--- src/rtl/core/adsid_pkg.sv ---
// shared widths, codes and reset values for the audio drift corrector
`timescale 1ns / 1ps
package adsid_pkg;

	// payload widths
	localparam int SAMPLE_W   = 16;
	localparam int CMD_W      = 2;
	localparam int PCT_W      = 7;
	localparam int LEVEL_W    = 8;
	localparam int GAIN_W     = 9;
	localparam int PERIOD_W   = 16;
	localparam int CFG_IDX_W  = 3;
	localparam int CFG_DATA_W = 16;

	// filter number format: doubled percent with fraction bits below
	localparam int FRAC_BITS  = 8;
	localparam int FILT_W     = LEVEL_W + FRAC_BITS;
	localparam int GAIN_FRAC  = 8;
	localparam int PROD_W     = GAIN_W + FILT_W;

	// item commands
	localparam logic [CMD_W-1:0] CMD_FRAME   = 2'd0;
	localparam logic [CMD_W-1:0] CMD_MEASURE = 2'd1;
	localparam logic [CMD_W-1:0] CMD_RESTART = 2'd2;

	// register indexes
	localparam logic [CFG_IDX_W-1:0] REG_ENABLE = 3'd0;
	localparam logic [CFG_IDX_W-1:0] REG_LOW    = 3'd1;
	localparam logic [CFG_IDX_W-1:0] REG_HIGH   = 3'd2;
	localparam logic [CFG_IDX_W-1:0] REG_TARGET = 3'd3;
	localparam logic [CFG_IDX_W-1:0] REG_START  = 3'd4;
	localparam logic [CFG_IDX_W-1:0] REG_GAIN   = 3'd5;
	localparam logic [CFG_IDX_W-1:0] REG_PERIOD = 3'd6;

	// register reset values
	localparam logic [LEVEL_W-1:0]  RST_LOW    = 8'd20;
	localparam logic [LEVEL_W-1:0]  RST_HIGH   = 8'd95;
	localparam logic [LEVEL_W-1:0]  RST_TARGET = 8'd60;
	localparam logic [LEVEL_W-1:0]  RST_START  = 8'd40;
	localparam logic [GAIN_W-1:0]   RST_GAIN   = 9'd51;
	localparam logic [PERIOD_W-1:0] RST_PERIOD = 16'd1024;

endpackage

--- src/rtl/core/adsid_if.sv ---
// item channels and register write channel of the audio drift corrector
`timescale 1ns / 1ps
interface adsid_in_if;
	import adsid_pkg::*;
	logic                       valid;
	logic                       ready;
	logic [CMD_W-1:0]           command;
	logic signed [SAMPLE_W-1:0] left_sample;
	logic signed [SAMPLE_W-1:0] right_sample;
	logic [PCT_W-1:0]           fill_percent;

	modport source (output valid, command, left_sample, right_sample, fill_percent,
		input ready);
	modport sink (input valid, command, left_sample, right_sample, fill_percent,
		output ready);
endinterface

interface adsid_out_if;
	import adsid_pkg::*;
	logic                       valid;
	logic                       ready;
	logic signed [SAMPLE_W-1:0] out_left;
	logic signed [SAMPLE_W-1:0] out_right;
	logic                       frame_valid;
	logic                       last_of_run;
	logic [LEVEL_W-1:0]         fill_smoothed;
	logic signed [1:0]          fill_grade;
	logic signed [1:0]          correction_dir;

	modport source (output valid, out_left, out_right, frame_valid, last_of_run,
		fill_smoothed, fill_grade, correction_dir, input ready);
	modport sink (input valid, out_left, out_right, frame_valid, last_of_run,
		fill_smoothed, fill_grade, correction_dir, output ready);
endinterface

interface adsid_cfg_if;
	import adsid_pkg::*;
	logic                  valid;
	logic                  ready;
	logic [CFG_IDX_W-1:0]  index;
	logic [CFG_DATA_W-1:0] data;

	modport source (output valid, index, data, input ready);
	modport sink (input valid, index, data, output ready);
endinterface

--- src/rtl/core/audio_drift_sample_insert_drop_top.sv ---
// audio drift corrector: fill smoothing, mode machine and frame insert or drop
// path: an item waits in the input register and its result is then loaded into the
//   result register, which drives the result port; a busy result register stalls the item
// throughput: one item per cycle while the result port accepts; a duplicated frame holds
//   the result register for two transfers and stalls the input register meanwhile
// reset: arst_n clears mode, filter, grade, phase and all valid flags at once,
//   and loads the registers with their default values (channel disabled)
`timescale 1ns / 1ps
module audio_drift_sample_insert_drop_top (
	input  logic          clk,
	input  logic          arst_n,
	adsid_in_if.sink      item,
	adsid_out_if.source   result,
	adsid_cfg_if.sink     cfg
);
	import adsid_pkg::*;

	// adaptation modes
	localparam logic [1:0] MODE_IDLE   = 2'd0;
	localparam logic [1:0] MODE_HOLD   = 2'd1;
	localparam logic [1:0] MODE_ADD    = 2'd2;
	localparam logic [1:0] MODE_REMOVE = 2'd3;

	localparam logic signed [1:0] GRADE_LOW  = -2'sd1;
	localparam logic signed [1:0] GRADE_OK   = 2'sd0;
	localparam logic signed [1:0] GRADE_HIGH = 2'sd1;

	localparam logic [PCT_W-1:0]    PCT_MAX    = 7'd100;
	localparam logic [GAIN_W-1:0]   GAIN_ONE   = GAIN_W'(1 << GAIN_FRAC);
	localparam logic [PROD_W-1:0]   ROUND_HALF = PROD_W'(1 << (GAIN_FRAC - 1));
	localparam logic [PERIOD_W-1:0] PERIOD_MIN = 16'd2;
	localparam logic [FILT_W-1:0]   FILT_MAX   = FILT_W'(200 << FRAC_BITS);

	// configuration registers
	logic                enable_q;
	logic [LEVEL_W-1:0]  low_q, high_q, target_q, start_q;
	logic [GAIN_W-1:0]   gain_q;
	logic [PERIOD_W-1:0] period_q;

	// block state
	logic [1:0]          mode_q;
	logic [FILT_W-1:0]   filt_q;
	logic signed [1:0]   grade_q;
	logic [PERIOD_W-1:0] phase_q;

	// input register
	logic                       v_s1;
	logic [CMD_W-1:0]           cmd_s1;
	logic signed [SAMPLE_W-1:0] left_s1, right_s1;
	logic [PCT_W-1:0]           pct_s1;

	// result register, dup_q marks a frame that goes out a second time
	logic                       out_v_q;
	logic                       dup_q;
	logic signed [SAMPLE_W-1:0] out_left_q, out_right_q;
	logic                       frame_q, last_q;
	logic [LEVEL_W-1:0]         smooth_q;
	logic signed [1:0]          grade_out_q, dir_out_q;

	logic go;
	logic out_take;

	// filter datapath
	logic [PCT_W-1:0]  pct_sat;
	logic [FILT_W-1:0] x_lvl, diff, step, filt_meas;
	logic [GAIN_W-1:0] gain_eff;
	logic              rising;
	logic [PROD_W-1:0] prod, prod_rnd;
	logic signed [1:0] grade_meas;
	logic [1:0]        mode_meas;

	// next state and result of the item in the input register
	logic [1:0]          mode_nxt;
	logic [FILT_W-1:0]   filt_nxt;
	logic signed [1:0]   grade_nxt;
	logic [PERIOD_W-1:0] phase_nxt;
	logic [PERIOD_W-1:0] period_eff;
	logic [PERIOD_W:0]   phase_inc;
	logic                emit, emit_frame, emit_dup;
	logic signed [1:0]   dir_nxt;

	assign cfg.ready  = 1'b1;
	assign out_take   = out_v_q && result.ready;
	// the item moves on once the result register is free or being emptied
	assign go         = v_s1 && (!out_v_q || (result.ready && !dup_q));
	assign item.ready = !v_s1 || go;

	// register writes
	always_ff @(posedge clk or negedge arst_n) begin
		if (!arst_n) begin
			enable_q <= 1'b0;
			low_q    <= RST_LOW;
			high_q   <= RST_HIGH;
			target_q <= RST_TARGET;
			start_q  <= RST_START;
			gain_q   <= RST_GAIN;
			period_q <= RST_PERIOD;
		end else if (cfg.valid) begin
			unique case (cfg.index)
				REG_ENABLE: enable_q <= cfg.data[0];
				REG_LOW:    low_q    <= cfg.data[LEVEL_W-1:0];
				REG_HIGH:   high_q   <= cfg.data[LEVEL_W-1:0];
				REG_TARGET: target_q <= cfg.data[LEVEL_W-1:0];
				REG_START:  start_q  <= cfg.data[LEVEL_W-1:0];
				REG_GAIN:   gain_q   <= cfg.data[GAIN_W-1:0];
				REG_PERIOD: period_q <= cfg.data[PERIOD_W-1:0];
				default:    ; // unused indexes are dropped
			endcase
		end
	end

	// input register
	always_ff @(posedge clk or negedge arst_n) begin
		if (!arst_n) begin
			v_s1 <= 1'b0;
		end else if (item.ready) begin
			v_s1 <= item.valid;
		end
	end

	always_ff @(posedge clk) begin
		if (item.valid && item.ready) begin
			cmd_s1   <= item.command;
			left_s1  <= item.left_sample;
			right_s1 <= item.right_sample;
			pct_s1   <= item.fill_percent;
		end
	end

	// exponential filter step, rounded half away from zero
	always_comb begin
		pct_sat  = (pct_s1 > PCT_MAX) ? PCT_MAX : pct_s1;
		x_lvl    = {pct_sat, 1'b0, {FRAC_BITS{1'b0}}};
		gain_eff = (mode_q == MODE_IDLE || gain_q > GAIN_ONE) ? GAIN_ONE : gain_q;
		rising   = (x_lvl >= filt_q);
		diff     = rising ? (x_lvl - filt_q) : (filt_q - x_lvl);
		prod     = PROD_W'(gain_eff) * PROD_W'(diff);
		prod_rnd = prod + ROUND_HALF;
		step     = prod_rnd[GAIN_FRAC +: FILT_W];
		filt_meas = rising ? (filt_q + step) : (filt_q - step);

		if (filt_meas < {low_q, {FRAC_BITS{1'b0}}}) begin
			grade_meas = GRADE_LOW;
		end else if (filt_meas > {high_q, {FRAC_BITS{1'b0}}}) begin
			grade_meas = GRADE_HIGH;
		end else begin
			grade_meas = GRADE_OK;
		end

		// hysteresis between the limits and the target level; idle waits for the start level
		mode_meas = mode_q;
		unique case (mode_q)
			MODE_HOLD: begin
				if (grade_meas == GRADE_LOW) begin
					mode_meas = MODE_ADD;
				end else if (grade_meas == GRADE_HIGH) begin
					mode_meas = MODE_REMOVE;
				end
			end
			MODE_REMOVE: begin
				if (filt_meas <= {target_q, {FRAC_BITS{1'b0}}}) mode_meas = MODE_HOLD;
			end
			MODE_ADD: begin
				if (filt_meas >= {target_q, {FRAC_BITS{1'b0}}}) mode_meas = MODE_HOLD;
			end
			MODE_IDLE: begin
				if (filt_meas >= {start_q, {FRAC_BITS{1'b0}}}) mode_meas = MODE_HOLD;
			end
			default: ;
		endcase
	end

	// per-command state update and result selection
	always_comb begin
		mode_nxt   = mode_q;
		filt_nxt   = filt_q;
		grade_nxt  = grade_q;
		phase_nxt  = phase_q;
		emit       = 1'b0;
		emit_frame = 1'b0;
		emit_dup   = 1'b0;
		period_eff = (period_q < PERIOD_MIN) ? PERIOD_MIN : period_q;
		phase_inc  = {1'b0, phase_q} + 1'b1;

		if (enable_q) begin
			priority case (cmd_s1)
				CMD_MEASURE: begin
					mode_nxt  = mode_meas;
					filt_nxt  = filt_meas;
					grade_nxt = grade_meas;
					emit      = 1'b1;
				end
				CMD_RESTART: begin
					mode_nxt  = MODE_IDLE;
					filt_nxt  = '0;
					phase_nxt = '0;
					emit      = 1'b1;
				end
				CMD_FRAME: begin
					emit_frame = 1'b1;
					if (mode_q == MODE_ADD || mode_q == MODE_REMOVE) begin
						// phase wraps also when a smaller period left it beyond the end
						phase_nxt = (phase_inc >= {1'b0, period_eff}) ? '0
							: phase_inc[PERIOD_W-1:0];
						if (phase_q == '0) begin
							emit     = (mode_q == MODE_ADD);
							emit_dup = (mode_q == MODE_ADD);
						end else begin
							emit = 1'b1;
						end
					end else begin
						emit = 1'b1;
					end
				end
				default: ; // unused command code
			endcase
		end

		unique case (mode_nxt)
			MODE_ADD:    dir_nxt = 2'sd1;
			MODE_REMOVE: dir_nxt = -2'sd1;
			default:     dir_nxt = 2'sd0;
		endcase
	end

	// state registers
	always_ff @(posedge clk or negedge arst_n) begin
		if (!arst_n) begin
			mode_q  <= MODE_IDLE;
			filt_q  <= '0;
			grade_q <= GRADE_OK;
			phase_q <= '0;
		end else if (go) begin
			mode_q  <= mode_nxt;
			filt_q  <= filt_nxt;
			grade_q <= grade_nxt;
			phase_q <= phase_nxt;
		end
	end

	// result register control
	always_ff @(posedge clk or negedge arst_n) begin
		if (!arst_n) begin
			out_v_q <= 1'b0;
			dup_q   <= 1'b0;
			last_q  <= 1'b0;
		end else if (go && emit) begin
			out_v_q <= 1'b1;
			dup_q   <= emit_dup;
			last_q  <= !emit_dup;
		end else if (out_take && dup_q) begin
			// second copy of an inserted frame closes the run
			dup_q  <= 1'b0;
			last_q <= 1'b1;
		end else if (out_take) begin
			out_v_q <= 1'b0;
		end
	end

	// result payload
	always_ff @(posedge clk) begin
		if (go && emit) begin
			out_left_q  <= emit_frame ? left_s1 : '0;
			out_right_q <= emit_frame ? right_s1 : '0;
			frame_q     <= emit_frame;
			smooth_q    <= filt_nxt[FILT_W-1:FRAC_BITS];
			grade_out_q <= grade_nxt;
			dir_out_q   <= dir_nxt;
		end
	end

	assign result.valid          = out_v_q;
	assign result.out_left       = out_left_q;
	assign result.out_right      = out_right_q;
	assign result.frame_valid    = frame_q;
	assign result.last_of_run    = last_q;
	assign result.fill_smoothed  = smooth_q;
	assign result.fill_grade     = grade_out_q;
	assign result.correction_dir = dir_out_q;

	// a pending second copy always sits in a valid result register
	a_dup_valid: assert property (@(posedge clk) disable iff (!arst_n)
		dup_q |-> (out_v_q && frame_q && !last_q))
		else $error("pending frame copy without valid result");

	// only the first copy of an inserted frame leaves the run open
	a_open_run: assert property (@(posedge clk) disable iff (!arst_n)
		(result.valid && !result.last_of_run) |-> (result.frame_valid && dup_q))
		else $error("open run on a result that is not a duplicated frame");

	// the smoothed level never passes the doubled full-scale value
	a_filt_range: assert property (@(posedge clk) disable iff (!arst_n)
		filt_q <= FILT_MAX)
		else $error("fill filter above full scale");

	// a restart reports an empty filter and no correction
	a_restart: assert property (@(posedge clk) disable iff (!arst_n)
		(go && enable_q && cmd_s1 == CMD_RESTART) |=>
		(out_v_q && smooth_q == '0 && dir_out_q == 2'sd0 && mode_q == MODE_IDLE))
		else $error("restart left filter or mode set");

endmodule
--- src/flat_wrapper.sv ---
// flat-port wrapper written by rule: the top's interface ports become plain ports
module audio_drift_sample_insert_drop_top_flat import adsid_pkg::*;
  (clk, arst_n, item_valid, item_command, item_left_sample, item_right_sample, item_fill_percent, item_ready, result_valid, result_out_left, result_out_right, result_frame_valid, result_last_of_run, result_fill_smoothed, result_fill_grade, result_correction_dir, result_ready, cfg_valid, cfg_index, cfg_data, cfg_ready);
  adsid_in_if item_i ();
  adsid_out_if result_i ();
  adsid_cfg_if cfg_i ();
  input  logic clk;
  input  logic arst_n;
  input wire logic [$bits(item_i.valid)-1:0] item_valid;
  input wire logic [$bits(item_i.command)-1:0] item_command;
  input wire logic [$bits(item_i.left_sample)-1:0] item_left_sample;
  input wire logic [$bits(item_i.right_sample)-1:0] item_right_sample;
  input wire logic [$bits(item_i.fill_percent)-1:0] item_fill_percent;
  output wire logic [$bits(item_i.ready)-1:0] item_ready;
  output wire logic [$bits(result_i.valid)-1:0] result_valid;
  output wire logic [$bits(result_i.out_left)-1:0] result_out_left;
  output wire logic [$bits(result_i.out_right)-1:0] result_out_right;
  output wire logic [$bits(result_i.frame_valid)-1:0] result_frame_valid;
  output wire logic [$bits(result_i.last_of_run)-1:0] result_last_of_run;
  output wire logic [$bits(result_i.fill_smoothed)-1:0] result_fill_smoothed;
  output wire logic [$bits(result_i.fill_grade)-1:0] result_fill_grade;
  output wire logic [$bits(result_i.correction_dir)-1:0] result_correction_dir;
  input wire logic [$bits(result_i.ready)-1:0] result_ready;
  input wire logic [$bits(cfg_i.valid)-1:0] cfg_valid;
  input wire logic [$bits(cfg_i.index)-1:0] cfg_index;
  input wire logic [$bits(cfg_i.data)-1:0] cfg_data;
  output wire logic [$bits(cfg_i.ready)-1:0] cfg_ready;
  assign item_i.valid = item_valid;
  assign item_i.command = item_command;
  assign item_i.left_sample = item_left_sample;
  assign item_i.right_sample = item_right_sample;
  assign item_i.fill_percent = item_fill_percent;
  assign item_ready = item_i.ready;
  assign result_valid = result_i.valid;
  assign result_out_left = result_i.out_left;
  assign result_out_right = result_i.out_right;
  assign result_frame_valid = result_i.frame_valid;
  assign result_last_of_run = result_i.last_of_run;
  assign result_fill_smoothed = result_i.fill_smoothed;
  assign result_fill_grade = result_i.fill_grade;
  assign result_correction_dir = result_i.correction_dir;
  assign result_i.ready = result_ready;
  assign cfg_i.valid = cfg_valid;
  assign cfg_i.index = cfg_index;
  assign cfg_i.data = cfg_data;
  assign cfg_ready = cfg_i.ready;
  audio_drift_sample_insert_drop_top u_core (.clk(clk), .arst_n(arst_n), .item(item_i), .result(result_i), .cfg(cfg_i));
endmodule
--- config.mk ---
export PLATFORM = sky130hd
export DESIGN_NAME = audio_drift_sample_insert_drop_top_flat
export DESIGN_NICKNAME = d
export VERILOG_FILES = /design/src/rtl/core/adsid_pkg.sv /design/src/rtl/core/adsid_if.sv /design/src/rtl/core/audio_drift_sample_insert_drop_top.sv /design/src/flat_wrapper.sv
export SDC_FILE = /design/constraint.sdc
export NUM_CORES = 1
export LEC_CHECK = 0
export ABC_CLOCK_PERIOD_IN_PS = 30700
export BUFFER_PORTS_ARGS = -buffer_cell sky130_fd_sc_hd__buf_4
export CORE_MARGIN = 3
export CORE_UTILIZATION = 60
export DETAILED_ROUTE_END_ITERATION = 12
export PLACE_DENSITY_LB_ADDON = 0.2
export SLEW_MARGIN = 20
export SYNTH_ARGS = -nofsm -noshare
export SYNTH_HDL_FRONTEND = slang
export SYNTH_SLANG_ARGS = --single-unit
--- constraint.sdc ---
create_clock -name clk -period 30.7 [get_ports clk]
set_input_delay 1.535 -clock clk [delete_from_list [all_inputs] [get_ports clk]]
set_output_delay 1.535 -clock clk [all_outputs]
set_load 0.05 [all_outputs]
==> impl_metrics.tcl, run 1 <==
set metrics [dict create \
    drt_iter0_markers 651 \
    cp.arrival_ps 13610 \
    grt_pass1_wl_um 56500 \
    status "complete, no violations" \
    synth_edf_count 86 \
    grt_use_total 0.271 \
    cts_buffers 17 \
    drive_gt1_frac 0.153 \
    overflow 0 \
    htree_levels 4 \
    synth.most_common_cell "inv_1" \
    dp_hpwl_um 27200 \
    crit_path_frequent_cell "ha_1" \
    gp_congestion 0.931 \
    synth_top_cell_by_area "edfxtp_1" \
    cts_hold_buf 0 \
    antenna_cells 0 \
    grt_pass1_vias 10800 \
    clockBufferDepth 2 \
    fin_ws_ps 17360 \
    finalCritPeriodShare 0.435 \
    die_h_um 162 \
    start_util 0.618 \
    min_path_type "reg -> reg" \
    ios 114 \
    ys.flop_type "edfxtp_1" \
    clk_pin_slew_worst_paths_ps 70 \
    routed_wl_um 35100 \
    dieArea_um2 26300 \
    coreArea_um2 23700 \
    clk_latency_ps 430 \
    max_freq_ghz 0.0749 \
    ys_types 75 \
    cts_setup_buffers 0 \
    syn_to_final_growth_pct 11.6 \
    tritoncts "built" \
    final_area_um2 16300 \
    maxSlewHeadroom 0.339 \
    drv_cap 0 \
    postSynthCellCount 1444 \
    synth_seq_cells 184 \
    die_w_um 162 \
    post_cts_resized 0 \
    cts.root.buffer_cell "clkbuf_16" \
    setup_viol 0 \
    hold_viol 0 \
    fillers 1863 \
    synth_top_cells_by_count "inv_1 (161), nand2_1 (150), ha_1 (138), nor2_1 (104), fa_1 (100)" \
    start_kind "flip-flop" \
    grt_max_degree 62 \
    async_flop_share 0.533 \
    drt-pass1-iter-count 5 \
    port_buffers 112 \
    worstPathRequired_ps 30970 \
    placed_cell_area_um2 15800 \
    endpoint_kind "flip-flop" \
    clock-sinks 184 \
    pre_cts_slack_ps 17380 \
    avgSynthCellArea_um2 10.1 \
    syn_nets 1747 \
    syn_area_um2 14600 \
    drcViolationCount 0 \
    vias_per_cell 5.88 \
    skew_ps 15.1 \
    cp_top_family "compound AO/OA/AOI/OAI gates" \
    setup_tns_ps 0 \
    antenna_found_initial 0 \
    critPathSlowestCell "or2_1" \
    grt_setup_unrepaired "false" \
    ys_warn_count 0 \
    wire_per_inst_um 18.8 \
    vias 11000 \
    drv_slew 0 \
    critPathKind "reg -> reg" \
    num_rows 56 \
    finalCriticalPeriod_ps 13340 \
    critPathMaxFanout 24 \
    hold_slack_ps 496 \
    worst-path-buf-inv 4 \
    fin_nets 1841 \
    worstMarginPinSlew_ps 992 \
    yosysSeqAreaShare 0.346 \
    antenna_left 0 \
    netlist.area_leader.share 0.177 \
    cp_slowest_stage_delay_ps 740 \
    yosys-top-cells-area "edfxtp_1 (18%), fa_1 (14%), dfrtp_1 (14%), ha_1 (12%), inv_1 (4.1%)" \
]
-- per-layer routing --
metal  wire length [um]  up-vias  track usage
li1                   -     5147            -
met1              14700     5433        0.362
met2              17000      344        0.450
met3               2380       64       0.0566
met4               1060        0       0.0853
met5                  0        -            0
-- state kept, by name, summed over array words and instances, names as in the netlist, 7 cells and up --
name and flops:
u_core.start_q 8, u_core.period_q 16, u_core.result.fill_smoothed 8, u_core.pct_s1 7
u_core.right_s1 16, u_core.result.out_right 16, u_core.high_q 8, u_core.left_s1 16
u_core.phase_q 16, u_core.target_q 8, u_core.result.out_left 16, u_core.filt_q 16
u_core.low_q 8, u_core.gain_q 9
-- cells in the final DEF (no fill, tap or decap), types with 46 or more instances in the layout --
cell | netlist | layout
nor2_1 | 104 | 103
fa_1 | 100 | 100
and3_1 | 46 | 46
nand2_1 | 150 | 150
ha_1 | 138 | 138
xnor2_1 | 46 | 46
buf_4 | 1 | 123
inv_1 | 161 | 161
edfxtp_1 | 86 | 86
o21ai_0 | 57 | 57
dfrtp_1 | 79 | 79
-- worst min-delay path: cells and delay by family (launching register included) --
family / cells / cell delay (ps)
flops: 1 / 350
simple gates: 2 / 110
-- worst paths after layout --
kind	cells past startpoint	end	slack, ps	start
setup / recovery	50	u_core.result.correction_dir[1]	17360	u_core.pct_s1[5]
hold / removal	2	u_core.grade_q[1]	500	u_core.grade_q[1]
setup reg to reg	50	u_core.result.correction_dir[1]	17360	u_core.pct_s1[5]
hold reg to reg	2	u_core.grade_q[1]	500	u_core.grade_q[1]
max in group asynchronous	2	u_core.filt_q[6]	28490	arst_n
min in group asynchronous	1	u_core.phase_q[9]	1080	arst_n
-- cells by family after synthesis --
family	count (synthesis)	synth area share
AND/OR/NAND/NOR	450	0.151
adder cells (fa/ha/maj)	238	0.255
AO/OA/AOI/OAI	240	0.112
XOR/XNOR	75	0.0458
flip-flops	184	0.346
buffers and inverters	209	0.0551
multiplexers	47	0.0356
other	1	0.000256
-- cell type report --
class / count / area [um^2] / area share
Inverter: 161 / 604 / 0.0370
Timing Repair Buffer: 123 / 923 / 0.0566
Multi-Input combinational cell: 1051 / 8780 / 0.538
Tap cell: 319 / 399 / 0.0245
Clock inverter: 12 / 108 / 0.00659
Sequential cell: 184 / 5060 / 0.310
Clock buffer: 20 / 448 / 0.0274
-- metrics by stage --
stage                     utilization  cells
final                           0.689   1870
after global placement          0.665   1838
after CTS                       0.689   1870
after global routing            0.689   1870
after floorplan                     -   1444
after detailed placement        0.665   1838
Power of run 1 is not shown: default switching activity piles up to over one toggle a cycle in this logic, so the estimate is an artifact.
==> run 2: changes to the inputs <==
Settings changed: ABC_AREA from default to 1, ABC_CLOCK_PERIOD_IN_PS 30700 to 12400.
Clock period 30.7 ns to 12.4 ns, I/O delays scaled along.
==> impl_metrics.tcl, run 2 <==
set metrics [dict create \
    setup_tns_ps 0 \
    final_common_cell "inv_1" \
    layout_common_cells "inv_1 (336), nand2_1 (333), nor2_1 (185), ha_1 (138), buf_4 (121)" \
    synth.most_common_cell "inv_1" \
    drt_iter0_markers 867 \
    cp.arrival_ps 11770 \
    htree_levels 4 \
    wl_met3_um 2620 \
    finalCritPeriodShare 0.926 \
    antenna_cells 0 \
    postSynthCellCount 1769 \
    ys_warn_count 0 \
    yosys-top-cells-area "edfxtp_1 (17%), fa_1 (13%), dfrtp_1 (13%), ha_1 (12%), inv_1 (8.5%)" \
    ios 114 \
    drv_cap 0 \
    dp_hpwl_um 29900 \
    cts_hold_buf 0 \
    drive_gt1_frac 0.114 \
    critPathKind "reg -> reg" \
    port_buffers 112 \
    die_h_um 164 \
    clockBufferDepth 2 \
    routed_wl_um 37800 \
    async_flop_share 0.533 \
    grt_use_total 0.293 \
    vias_per_cell 5.55 \
    setup_viol 0 \
    worstPathRequired_ps 12680 \
    finalCriticalPeriod_ps 11490 \
    syn_to_final_growth_pct 12.3 \
    endpoint_kind "flip-flop" \
    dr.max_layer_used "met4" \
    grt_max_degree 59 \
    cts.root.buffer_cell "clkbuf_16" \
    critPathMaxFanout 29 \
    synth_seq_cells 184 \
    grt_pass1_vias 12500 \
    critPathSlowestCell "xor2_1" \
    start_util 0.611 \
    clock-sinks 184 \
    grt_pass1_wl_um 61500 \
    avgSynthCellArea_um2 8.42 \
    wire_per_inst_um 17.1 \
    synth_top_cell_by_area "edfxtp_1" \
    overflow 0 \
    ys.flop_type "edfxtp_1" \
    synth_top_cells_by_count "inv_1 (337), nand2_1 (333), nor2_1 (187), ha_1 (138), o21ai_0 (102)" \
    met2_length_um 18200 \
    fillers 1997 \
    coreArea_um2 24400 \
    ys_types 47 \
    skew_ps 14.2 \
    crit_path_frequent_cell "nand2_1" \
    syn_nets 2072 \
    antenna_left 0 \
    fin_nets 2179 \
    cts_buffers 17 \
    die_w_um 164 \
    num_rows 57 \
    cp_slowest_stage_delay_ps 810 \
    min_path_type "in -> async" \
    max_freq_ghz 0.0871 \
    yosysSeqAreaShare 0.340 \
    gp_congestion 0.984 \
    syn_area_um2 14900 \
    drcViolationCount 0 \
    dieArea_um2 26800 \
    tritoncts "built" \
    antenna_found_initial 0 \
    rr_worst_depth 48 \
    worstMarginPinSlew_ps 1010 \
    netlist.area_leader.share 0.173 \
    clk_pin_slew_worst_paths_ps 70 \
    hold_viol 0 \
    vias 12300 \
    grt_setup_unrepaired "false" \
    clk_latency_ps 440 \
    start_kind "flip-flop" \
    drv_slew 0 \
    maxSlewHeadroom 0.325 \
    synth_edf_count 86 \
    status "complete, no violations" \
    met1_length_um 15100 \
    drt-pass1-iter-count 5 \
]
## run 2: cell count changes in the layout (fill, tap and decap cells not counted), sizes merged, moves of 22 or more
cell   change
nand2    +199
inv      +185
nor2      +88
and3      -46
mux2      -40
a21oi     +39
o21ai     +39
xnor2     -33
a22o      -29
o22ai     +29
nand3     +25
a21o      -22
## run 2: critical path, delay by kind of cell, from the launching register on
| family | cells | cell delay, ps |
|---|---|---|
| AO/OA/AOI/OAI | 12 | 2500 |
| adder cells (fa/ha/maj) | 9 | 3850 |
| XOR/XNOR | 4 | 1680 |
| AND/OR/NAND/NOR | 20 | 2620 |
| flip-flops | 1 | 380 |
| buffers and inverters | 3 | 250 |
## run 2: repair_timing
action / in CTS / in global routing
endpoints found under the setup margin: 0 / 8
resized for setup: 0 / 2
buffers inserted: 0 / 1
## run 2: metrics by stage
| stage | std cells | setup slack [ps] | utilization | hold WS [ps] | cell area (um^2) |
|---|---|---|---|---|---|
| global placement | 2180 | 850 | 0.659 | 469 | 16100 |
| CTS | 2212 | 503 | 0.685 | 173 | 16700 |
| finish | 2213 | 914 | 0.686 | 164 | 16700 |
| floorplan | 1769 | 2770 | - | 324 | 14900 |
| detailed placement | 2180 | 624 | 0.659 | 475 | 16100 |
| global route | 2213 | 51.0 | 0.686 | 192 | 16700 |
## run 2: worst paths after layout
path / from / endpoint / slack [ps]
hold / removal: arst_n / u_core.period_q[9] / 160
min in group clk: item_right_sample[0] / u_core.right_s1[0] / 350
hold reg to reg: u_core.high_q[5] / u_core.high_q[5] / 490
setup reg to reg: u_core.pct_s1[0] / u_core.result.correction_dir[1] / 910
max in group asynchronous: arst_n / u_core.filt_q[3] / 11120
setup / recovery: u_core.pct_s1[0] / u_core.result.correction_dir[1] / 910
## run 2: cell families after synthesis
group	count (synthesis)	synth area share
simple gates	659	0.186
buf+inv	381	0.0969
compound gates	249	0.0936
fa+ha+maj	238	0.250
flops	184	0.340
xor+xnor	56	0.0329
other cells	1	0.000252
mux	1	0.000672
## run 2: cell type report
type                       instances  area [um^2]  share of cell area
clock buffer                      17          425              0.0254
clock inverter                    15          201              0.0120
inverter                         348         1310              0.0784
multi-input combinational       1204         8410               0.503
sequential                       184         5060               0.302
tap                              324          405              0.0242
timing repair buffer             121          908              0.0543
## run 2: layer usage
| metal | global-route usage | vias up |
|---|---|---|
| met5 | 0 | - |
| met4 | 0.141 | 0 |
| met3 | 0.0718 | 119 |
| met2 | 0.494 | 425 |
| met1 | 0.354 | 5855 |
| li1 | - | 5876 |
Power of run 2 is left out for the same reason.
